## config.mk

```make
export PLATFORM = sky130hd
export DESIGN_NAME = imu_frame_decoder_flat
export DESIGN_NICKNAME = d
export VERILOG_FILES = /design/src/rtl/core/imufd_pkg.sv /design/src/rtl/core/imufd_if.sv /design/src/rtl/core/imufd_assembler.sv /design/src/rtl/core/imufd_scaler.sv /design/src/rtl/core/imu_frame_decoder.sv /design/src/flat_wrapper.sv
export SDC_FILE = /design/constraint.sdc
export NUM_CORES = 2
export LEC_CHECK = 0
export ABC_CLOCK_PERIOD_IN_PS = 10700
export BUFFER_PORTS_ARGS = -buffer_cell sky130_fd_sc_hd__buf_2
export CORE_MARGIN = 3
export CORE_UTILIZATION = 60
export CTS_CLUSTER_SIZE = 10
export DETAILED_ROUTE_END_ITERATION = 12
export PLACE_DENSITY = 0.89
export SKIP_CTS_REPAIR_TIMING = 1
export SYNTH_ARGS = -nofsm -noshare
export SYNTH_HDL_FRONTEND = slang
export SYNTH_SLANG_ARGS = --single-unit
```

## constraint.sdc

```tcl
create_clock -name clk -period 10.7 [get_ports clk]
set_input_delay 2.14 -clock clk [delete_from_list [all_inputs] [get_ports clk]]
set_output_delay 2.14 -clock clk [all_outputs]
set_load 0.02 [all_outputs]
```

## src/rtl/core/imufd_pkg.sv

```systemverilog
// imufd_pkg: shared constants and types for the imu frame decoder
// depends on nothing; used by the interfaces, the frame assembler and the top level
`timescale 1ns / 1ps

package imufd_pkg;

	// frame layout
	localparam logic [7:0] HDR_BYTE   = 8'h55;
	localparam logic [7:0] TYPE_ACCEL = 8'h51;
	localparam logic [7:0] TYPE_RATE  = 8'h52;
	localparam logic [7:0] TYPE_ANGLE = 8'h53;
	localparam logic [3:0] POS_HUNT   = 4'd0;
	localparam logic [3:0] POS_TYPE   = 4'd1;
	localparam logic [3:0] POS_AXES_END = 4'd7;
	localparam logic [3:0] SUM_POS    = 4'd10;

	localparam int NUM_AXES  = 3;
	localparam int RAW_W     = 16;
	localparam int SCALE_W   = 24;
	localparam int AXIS_W    = 32;
	localparam int CFG_IDX_W = 2;

	// configuration register indexes
	localparam logic [CFG_IDX_W-1:0] REG_ACCEL_SCALE = 2'd0;
	localparam logic [CFG_IDX_W-1:0] REG_RATE_SCALE  = 2'd1;
	localparam logic [CFG_IDX_W-1:0] REG_ANGLE_SCALE = 2'd2;

	localparam logic [SCALE_W-1:0] ACCEL_SCALE_RST = 24'd80282;
	localparam logic [SCALE_W-1:0] RATE_SCALE_RST  = 24'd1024000;
	localparam logic [SCALE_W-1:0] ANGLE_SCALE_RST = 24'd0;

	typedef enum logic [1:0] {
		ST_OK       = 2'd0,
		ST_BAD_SUM  = 2'd1,
		ST_BAD_TYPE = 2'd2
	} status_t;

	typedef enum logic [1:0] {
		KIND_ACCEL = 2'd0,
		KIND_RATE  = 2'd1,
		KIND_ANGLE = 2'd2
	} kind_t;

	typedef logic [NUM_AXES-1:0][RAW_W-1:0] raw_axes_t;

	// what the assembler hands over when a frame closes
	typedef struct packed {
		logic       last;
		logic       sum_ok;
		logic [7:0] ftype;
		raw_axes_t  raw;
	} frame_t;

endpackage

```

## src/rtl/core/imufd_if.sv

```systemverilog
// imufd_if: valid/ready channel interfaces for stream bytes and decoded results
// depends on imufd_pkg for field widths
`timescale 1ns / 1ps

interface imufd_rx_if;
	logic       valid;
	logic       ready;
	logic [7:0] rx_byte;

	modport source (output valid, output rx_byte, input ready);
	modport sink   (input valid, input rx_byte, output ready);
endinterface

interface imufd_res_if;
	logic                                     valid;
	logic                                     ready;
	logic [1:0]                               status;
	logic [1:0]                               kind;
	logic signed [imufd_pkg::AXIS_W-1:0]      axis_x;
	logic signed [imufd_pkg::AXIS_W-1:0]      axis_y;
	logic signed [imufd_pkg::AXIS_W-1:0]      axis_z;

	modport source (output valid, output status, output kind,
		output axis_x, output axis_y, output axis_z, input ready);
	modport sink   (input valid, input status, input kind,
		input axis_x, input axis_y, input axis_z, output ready);
endinterface

```

## src/rtl/core/imufd_assembler.sv

```systemverilog
// imufd_assembler: header hunt, byte position, running sum and raw axis capture
// depends on imufd_pkg
`timescale 1ns / 1ps

module imufd_assembler (
	input  logic                clk,
	input  logic                arst_n,
	input  logic                accept,
	input  logic [7:0]          rx_byte,
	output imufd_pkg::frame_t   frame
);

	logic [3:0]            pos_q;
	logic [7:0]            sum_q;
	logic [7:0]            ftype_q;
	logic [7:0]            pend_q;
	imufd_pkg::raw_axes_t  raw_q;
	logic [1:0]            axis_idx;

	// odd positions 3, 5, 7 carry the high bytes of x, y, z
	assign axis_idx = 2'(pos_q[2:1] - 2'd1);

	always_ff @(posedge clk or negedge arst_n) begin
		if (!arst_n) begin
			pos_q   <= imufd_pkg::POS_HUNT;
			sum_q   <= '0;
			ftype_q <= '0;
			pend_q  <= '0;
			raw_q   <= '0;
		end else if (accept) begin
			if (pos_q == imufd_pkg::POS_HUNT) begin
				if (rx_byte == imufd_pkg::HDR_BYTE) begin
					sum_q <= rx_byte;
					pos_q <= imufd_pkg::POS_TYPE;
				end
			end else if (pos_q < imufd_pkg::SUM_POS) begin
				sum_q <= 8'(sum_q + rx_byte);
				if (pos_q == imufd_pkg::POS_TYPE) begin
					ftype_q <= rx_byte;
				end else if (pos_q <= imufd_pkg::POS_AXES_END) begin
					if (!pos_q[0]) begin
						pend_q <= rx_byte;
					end else begin
						raw_q[axis_idx] <= {rx_byte, pend_q};
					end
				end
				pos_q <= 4'(pos_q + 4'd1);
			end else begin
				pos_q <= imufd_pkg::POS_HUNT;
			end
		end
	end

	always_comb begin
		frame.last   = accept && (pos_q >= imufd_pkg::SUM_POS);
		frame.sum_ok = (rx_byte == sum_q);
		frame.ftype  = ftype_q;
		frame.raw    = raw_q;
	end

endmodule

```

## src/rtl/core/imufd_scaler.sv

```systemverilog
// imufd_scaler: one axis, signed 16-bit raw times unsigned Q0.24 scale, rounded to Q15.16
// depends on imufd_pkg
`timescale 1ns / 1ps

module imufd_scaler (
	input  logic [imufd_pkg::RAW_W-1:0]          raw,
	input  logic [imufd_pkg::SCALE_W-1:0]        scale,
	output logic signed [imufd_pkg::AXIS_W-1:0]  axis
);

	localparam int PROD_W = imufd_pkg::RAW_W + imufd_pkg::SCALE_W + 1;

	logic signed [imufd_pkg::RAW_W-1:0]   raw_s;
	logic signed [imufd_pkg::SCALE_W:0]   scale_s;
	logic signed [PROD_W-1:0]             prod;
	logic signed [PROD_W-1:0]             rounded;

	assign raw_s   = $signed(raw);
	assign scale_s = $signed({1'b0, scale});
	assign prod    = raw_s * scale_s;
	// round half up, then floor shift by eight
	assign rounded = prod + PROD_W'(128);
	assign axis    = $signed(rounded[imufd_pkg::AXIS_W+7:8]);

endmodule

```

## src/rtl/core/imu_frame_decoder.sv

```systemverilog
// imu_frame_decoder: top level of the 11-byte sensor frame decoder
// depends on imufd_pkg, imufd_if, imufd_assembler and imufd_scaler
`timescale 1ns / 1ps

// channel  dir  beat payload                          notes
// rx       in   rx_byte[7:0]                          one stream byte per beat
// result   out  status, kind, axis_x/y/z (Q15.16)     one beat per closed frame
// cfg      in   cfg_we, cfg_index[1:0], cfg_wdata[23:0]  write only, no handshake
//
// one byte beat is taken every cycle that rx ready is high; after its checksum
// byte a frame moves to the dispatch register, then multiply and output register
// reset clears the hunt state, the pipeline valids and loads the scale defaults
// a stalled result holds in the output register while the dispatch stage still
// takes one more frame end; rx ready drops only when both stages are full

module imu_frame_decoder (
	input  logic                             clk,
	input  logic                             arst_n,
	imufd_rx_if.sink                         rx,
	imufd_res_if.source                      result,
	input  logic                             cfg_we,
	input  logic [imufd_pkg::CFG_IDX_W-1:0]  cfg_index,
	input  logic [imufd_pkg::SCALE_W-1:0]    cfg_wdata
);

	// configuration registers
	logic [imufd_pkg::SCALE_W-1:0] accel_scale_q;
	logic [imufd_pkg::SCALE_W-1:0] rate_scale_q;
	logic [imufd_pkg::SCALE_W-1:0] angle_scale_q;

	// frame assembly
	logic               rx_accept;
	imufd_pkg::frame_t  frame;

	// dispatch stage
	logic                           valid_s1;
	imufd_pkg::status_t             status_s1;
	imufd_pkg::kind_t               kind_s1;
	logic [imufd_pkg::SCALE_W-1:0]  scale_s1;
	imufd_pkg::raw_axes_t           raw_s1;

	imufd_pkg::status_t             status_d;
	imufd_pkg::kind_t               kind_d;
	logic [imufd_pkg::SCALE_W-1:0]  scale_d;

	// output stage
	logic                                    valid_s2;
	imufd_pkg::status_t                      status_s2;
	imufd_pkg::kind_t                        kind_s2;
	logic signed [imufd_pkg::AXIS_W-1:0]     axis_x_s2;
	logic signed [imufd_pkg::AXIS_W-1:0]     axis_y_s2;
	logic signed [imufd_pkg::AXIS_W-1:0]     axis_z_s2;
	logic signed [imufd_pkg::AXIS_W-1:0]     axis_x_d;
	logic signed [imufd_pkg::AXIS_W-1:0]     axis_y_d;
	logic signed [imufd_pkg::AXIS_W-1:0]     axis_z_d;

	logic adv_s2;
	logic adv_s1;

	// config writes, indexes past the list are ignored
	always_ff @(posedge clk or negedge arst_n) begin
		if (!arst_n) begin
			accel_scale_q <= imufd_pkg::ACCEL_SCALE_RST;
			rate_scale_q  <= imufd_pkg::RATE_SCALE_RST;
			angle_scale_q <= imufd_pkg::ANGLE_SCALE_RST;
		end else if (cfg_we) begin
			unique case (cfg_index)
				imufd_pkg::REG_ACCEL_SCALE: accel_scale_q <= cfg_wdata;
				imufd_pkg::REG_RATE_SCALE:  rate_scale_q  <= cfg_wdata;
				imufd_pkg::REG_ANGLE_SCALE: angle_scale_q <= cfg_wdata;
				default: ;
			endcase
		end
	end

	// pipeline flow: output register drains when empty or taken
	assign adv_s2    = !valid_s2 || result.ready;
	assign adv_s1    = !valid_s1 || adv_s2;
	assign rx.ready  = adv_s1;
	assign rx_accept = rx.valid && rx.ready;

	imufd_assembler u_assembler (
		.clk     (clk),
		.arst_n  (arst_n),
		.accept  (rx_accept),
		.rx_byte (rx.rx_byte),
		.frame   (frame)
	);

	// checksum first, then type dispatch; a zero scale forces zero axes on errors
	always_comb begin
		status_d = imufd_pkg::ST_OK;
		kind_d   = imufd_pkg::KIND_ACCEL;
		scale_d  = '0;
		if (!frame.sum_ok) begin
			status_d = imufd_pkg::ST_BAD_SUM;
		end else begin
			unique case (frame.ftype)
				imufd_pkg::TYPE_ACCEL: begin
					kind_d  = imufd_pkg::KIND_ACCEL;
					scale_d = accel_scale_q;
				end
				imufd_pkg::TYPE_RATE: begin
					kind_d  = imufd_pkg::KIND_RATE;
					scale_d = rate_scale_q;
				end
				imufd_pkg::TYPE_ANGLE: begin
					kind_d  = imufd_pkg::KIND_ANGLE;
					scale_d = angle_scale_q;
				end
				default: begin
					status_d = imufd_pkg::ST_BAD_TYPE;
				end
			endcase
		end
	end

	always_ff @(posedge clk or negedge arst_n) begin
		if (!arst_n) begin
			valid_s1 <= 1'b0;
		end else if (adv_s1) begin
			valid_s1 <= frame.last;
		end
	end

	always_ff @(posedge clk) begin
		if (adv_s1 && frame.last) begin
			status_s1 <= status_d;
			kind_s1   <= kind_d;
			scale_s1  <= scale_d;
			raw_s1    <= frame.raw;
		end
	end

	// one multiplier per axis, registered straight into the output stage
	imufd_scaler u_scale_x (.raw(raw_s1[0]), .scale(scale_s1), .axis(axis_x_d));
	imufd_scaler u_scale_y (.raw(raw_s1[1]), .scale(scale_s1), .axis(axis_y_d));
	imufd_scaler u_scale_z (.raw(raw_s1[2]), .scale(scale_s1), .axis(axis_z_d));

	always_ff @(posedge clk or negedge arst_n) begin
		if (!arst_n) begin
			valid_s2 <= 1'b0;
		end else if (adv_s2) begin
			valid_s2 <= valid_s1;
		end
	end

	always_ff @(posedge clk) begin
		if (adv_s2 && valid_s1) begin
			status_s2 <= status_s1;
			kind_s2   <= kind_s1;
			axis_x_s2 <= axis_x_d;
			axis_y_s2 <= axis_y_d;
			axis_z_s2 <= axis_z_d;
		end
	end

	assign result.valid  = valid_s2;
	assign result.status = status_s2;
	assign result.kind   = kind_s2;
	assign result.axis_x = axis_x_s2;
	assign result.axis_y = axis_y_s2;
	assign result.axis_z = axis_z_s2;

endmodule
```

## src/flat_wrapper.sv

```systemverilog
// flat-port wrapper written by rule: the top's interface ports become plain ports
module imu_frame_decoder_flat 
  (clk, arst_n, cfg_we, cfg_index, cfg_wdata, rx_valid, rx_rx_byte, rx_ready, result_valid, result_status, result_kind, result_axis_x, result_axis_y, result_axis_z, result_ready);
  imufd_rx_if rx_i ();
  imufd_res_if result_i ();
  input  logic clk;
  input  logic arst_n;
  input  logic cfg_we;
  input  logic [imufd_pkg::CFG_IDX_W-1:0] cfg_index;
  input  logic [imufd_pkg::SCALE_W-1:0] cfg_wdata;
  input wire logic [$bits(rx_i.valid)-1:0] rx_valid;
  input wire logic [$bits(rx_i.rx_byte)-1:0] rx_rx_byte;
  output wire logic [$bits(rx_i.ready)-1:0] rx_ready;
  output wire logic [$bits(result_i.valid)-1:0] result_valid;
  output wire logic [$bits(result_i.status)-1:0] result_status;
  output wire logic [$bits(result_i.kind)-1:0] result_kind;
  output wire logic [$bits(result_i.axis_x)-1:0] result_axis_x;
  output wire logic [$bits(result_i.axis_y)-1:0] result_axis_y;
  output wire logic [$bits(result_i.axis_z)-1:0] result_axis_z;
  input wire logic [$bits(result_i.ready)-1:0] result_ready;
  assign rx_i.valid = rx_valid;
  assign rx_i.rx_byte = rx_rx_byte;
  assign rx_ready = rx_i.ready;
  assign result_valid = result_i.valid;
  assign result_status = result_i.status;
  assign result_kind = result_i.kind;
  assign result_axis_x = result_i.axis_x;
  assign result_axis_y = result_i.axis_y;
  assign result_axis_z = result_i.axis_z;
  assign result_i.ready = result_ready;
  imu_frame_decoder u_core (.clk(clk), .arst_n(arst_n), .rx(rx_i), .result(result_i), .cfg_we(cfg_we), .cfg_index(cfg_index), .cfg_wdata(cfg_wdata));
endmodule
```

==> results.md <==
- Largest net degree at the start of global routing: 79
- Core area: 81,200 um^2
- Num ports: 141
- Detailed Routing Iterations Pass 1: 6
- Leading cell types in the layout, fill and taps excluded: 1,139 x inv_1, 919 x fa_1, 678 x nand2_1, 467 x and2_1, 395 x ha_1
- FFs w/ async S/R, synth: 0.460
- Hpwl dp: 86.3 mm
- Synth top area share: 0.371
- Arrival @ worst endpoint: 7.79 ns
- Die width: 293 um
- Detailed Route WL: 120 mm
- Status: complete, no violations
- Row count: 104
- Sequential fraction of the synthesis area: 0.183
- HP Start: u_core.kind_s1[1]
- Num Clock Sinks: 326
- Kind of critical path: flop to flop
- Worst setup EP type: flop
- First-pass GRT wire length: 199 mm
- Synth cell types: 70
- Critical Path Start: u_core.scale_s1[13]
- Mapped Cells: 5,068
- Port Buffers: 140
- Yosys warns: 0
- Reg clk slew, reported paths: 0.06 ns
- Fill count: 5,942
- Critical Path Fanout Max: 32
- Iteration-0 DRC Markers: 3,067
- Hold WC Path Type: flop to flop
- Num CTS Buffers: 41
- Fin. Hold Viols: 0
- Final Max Slew Viols: 0
- Max frequency: 134 MHz
- Most common cell after layout, fill and taps aside: inv_1
- DIE HEIGHT: 293 um
- Met2 WL post-DR: 57.9 mm
- Deepest level of the CTS H-tree: 2
- Most common flop cell mapped by yosys: edfxtp_1
- Worst Skew: 0.0465 ns
- WP data required: 11.01 ns
- Worst-Skew Late Latency: 0.61 ns
- Slew headroom: 0.0997
- RSZ-0062 raised after global routing: false
- Overflow after GRT: 0
- Highest routed metal layer: met4
- Vias in the first global route: 39.9k
- Worst reg2reg startpoint: u_core.scale_s1[13]
- Antenna Nets Post-Route: 0
- Setup Viol. Count Final: 0
- Area leader, netlist: fa_1
- Number of antenna repair diodes: 0
- Via density: 5.83
- CTS Root Cell: clkbuf_16
- Yosys reg bits: 326
- Crit path time final: 7.48 ns
- Final nets: 6,380
- Routed wl met3: 11.8 mm
- Post-Syn Area: 49,600 um^2
- Setup TNS: 0 ns
- Met1 wire length: 43.1 mm
- Area grow syn2layout: 5.33%
- Initial antenna violation count: 0
- Starting Density: 0.610
- All-layer global routing usage: 0.291
- Post-DP Area: 50,900 um^2
- Slew @ Worst Pin: 1.35 ns
- CTS tree: yes
- Die area: 86,100 um^2
- Share of cells above drive strength 1: 0.0846
- Placer congestion estimate: 0.994
- Synth top area cells: fa_1 37%, edfxtp_1 11%, ha_1 10%
- Final Cell Area: 52,200 um^2
- Max_cap viols: 0
- Via count: 35.7k
- Clk buf depth: 3
- Post-synth EDFFs: 176
- WL per Instance: 19.7 um
- Fin crit share: 0.699
- Synth Area per Inst: 9.78 um^2
- Crit path launch type: flop
- Remaining DRCs: 0
- Syn_nets: 6,421
==> flip-flops by register name, indices dropped and copies added, names as in the netlist <==
register	cells
u_core.raw_s1	48
u_core.u_assembler.frame	48
u_core.result.axis_x	32
u_core.result.axis_y	32
u_core.result.axis_z	32
u_core.accel_scale_q	24
u_core.angle_scale_q	24
u_core.rate_scale_q	24
u_core.scale_s1	24
u_core.u_assembler.ftype_q	8
u_core.u_assembler.pend_q	8
u_core.u_assembler.sum_q	8
u_core.u_assembler.pos_q	4
u_core.kind_s1	2
u_core.result.kind	2
u_core.result.status	2
u_core.status_s1	2
u_core.result.valid	1
u_core.valid_s1	1
==> cells in the mapped netlist, types with 10 or more instances <==
library cell,n
and2_1,468
nand3_1,22
a21o_1,70
o21ai_0,61
nand2_1,678
dfstp_2,15
edfxtp_1,176
mux2_2,159
inv_1,1139
clkbuf_1,247
nor2b_1,16
and3_1,13
dfrtp_1,135
a21oi_1,86
ha_1,395
xnor2_1,72
o21bai_1,10
a31oi_1,11
xor2_1,40
nor2_1,120
nand4_1,26
a211oi_1,10
fa_1,919
nand2b_1,41
a22oi_1,26
==> critical path, cell delays in order, from the launching register on <==
cell and delay (ns):
edfxtp_1 0.77, buf_4 0.55, nand2_1 0.16, fa_1 0.57, inv_1 0.05, fa_1 0.54, inv_1 0.06, fa_1 0.52
inv_1 0.06, fa_1 0.49, fa_1 0.50, inv_1 0.05, fa_1 0.47, inv_1 0.04, ha_1 0.32, o21ai_0 0.24
o21bai_1 0.14, or4_1 0.51, o21ai_2 0.27, o31ai_2 0.16, a221oi_2 0.35, o21ai_0 0.17, xor2_1 0.17
==> routing by layer <==
layer / vias up / global-route usage
li1: 15100 / -
met5: - / 0
met3: 596 / 0.0554
met4: 0 / 0.157
met2: 2008 / 0.484
met1: 17900 / 0.363
==> worst paths after layout <==
kind,to,slack [ns],cells after the start
setup / recovery,u_core.result.axis_x[25],3.22,22
hold / removal,u_core.result.kind[1],0.43,0
setup reg to reg,u_core.result.axis_x[25],3.22,22
hold reg to reg,u_core.result.kind[1],0.43,0
max in group asynchronous,u_core.rate_scale_q[11],7.72,2
min in group asynchronous,u_core.u_assembler.sum_q[5],1.54,1
==> metrics by stage <==
| stage | cells | util | hold slack (ns) | setup WS, ns |
|---|---|---|---|---|
| final | 6118 | 0.643 | 0.434 | 3.22 |
| after global placement | 6044 | 0.627 | 0.403 | 3.63 |
| after floorplan | 5068 | - | 0.400 | 4.30 |
| after detailed placement | 6044 | 0.627 | 0.410 | 3.40 |
| after global routing | 6118 | 0.643 | 0.439 | 2.86 |
| after CTS | 6118 | 0.643 | 0.437 | 3.36 |
==> cell families (layout without fill, tap and decap cells) <==
logic type,after synthesis,after routing,synth area share
XOR/XNOR,112,112,0.0198
AO/OA/AOI/OAI,333,333,0.0446
multiplexers,160,160,0.0363
AND/OR/NAND/NOR,1423,1423,0.139
flip-flops,326,326,0.183
adder cells (fa/ha/maj),1314,1314,0.471
buffers and inverters,1400,1390,0.106
==> final cells by class <==
| class | count | area, um^2 | share of cell area |
|---|---|---|---|
| inverters | 1140 | 4280 | 0.0820 |
| clock inverters | 6 | 85.1 | 0.00163 |
| clock buffers | 68 | 1220 | 0.0234 |
| multi-input cells | 3342 | 35300 | 0.675 |
| flip-flops and latches | 326 | 9060 | 0.173 |
| well taps | 1060 | 1330 | 0.0254 |
| repair buffers | 176 | 977 | 0.0187 |
Power is not shown: default switching activity piles up to over one toggle a cycle in this logic, so the estimate is an artifact.
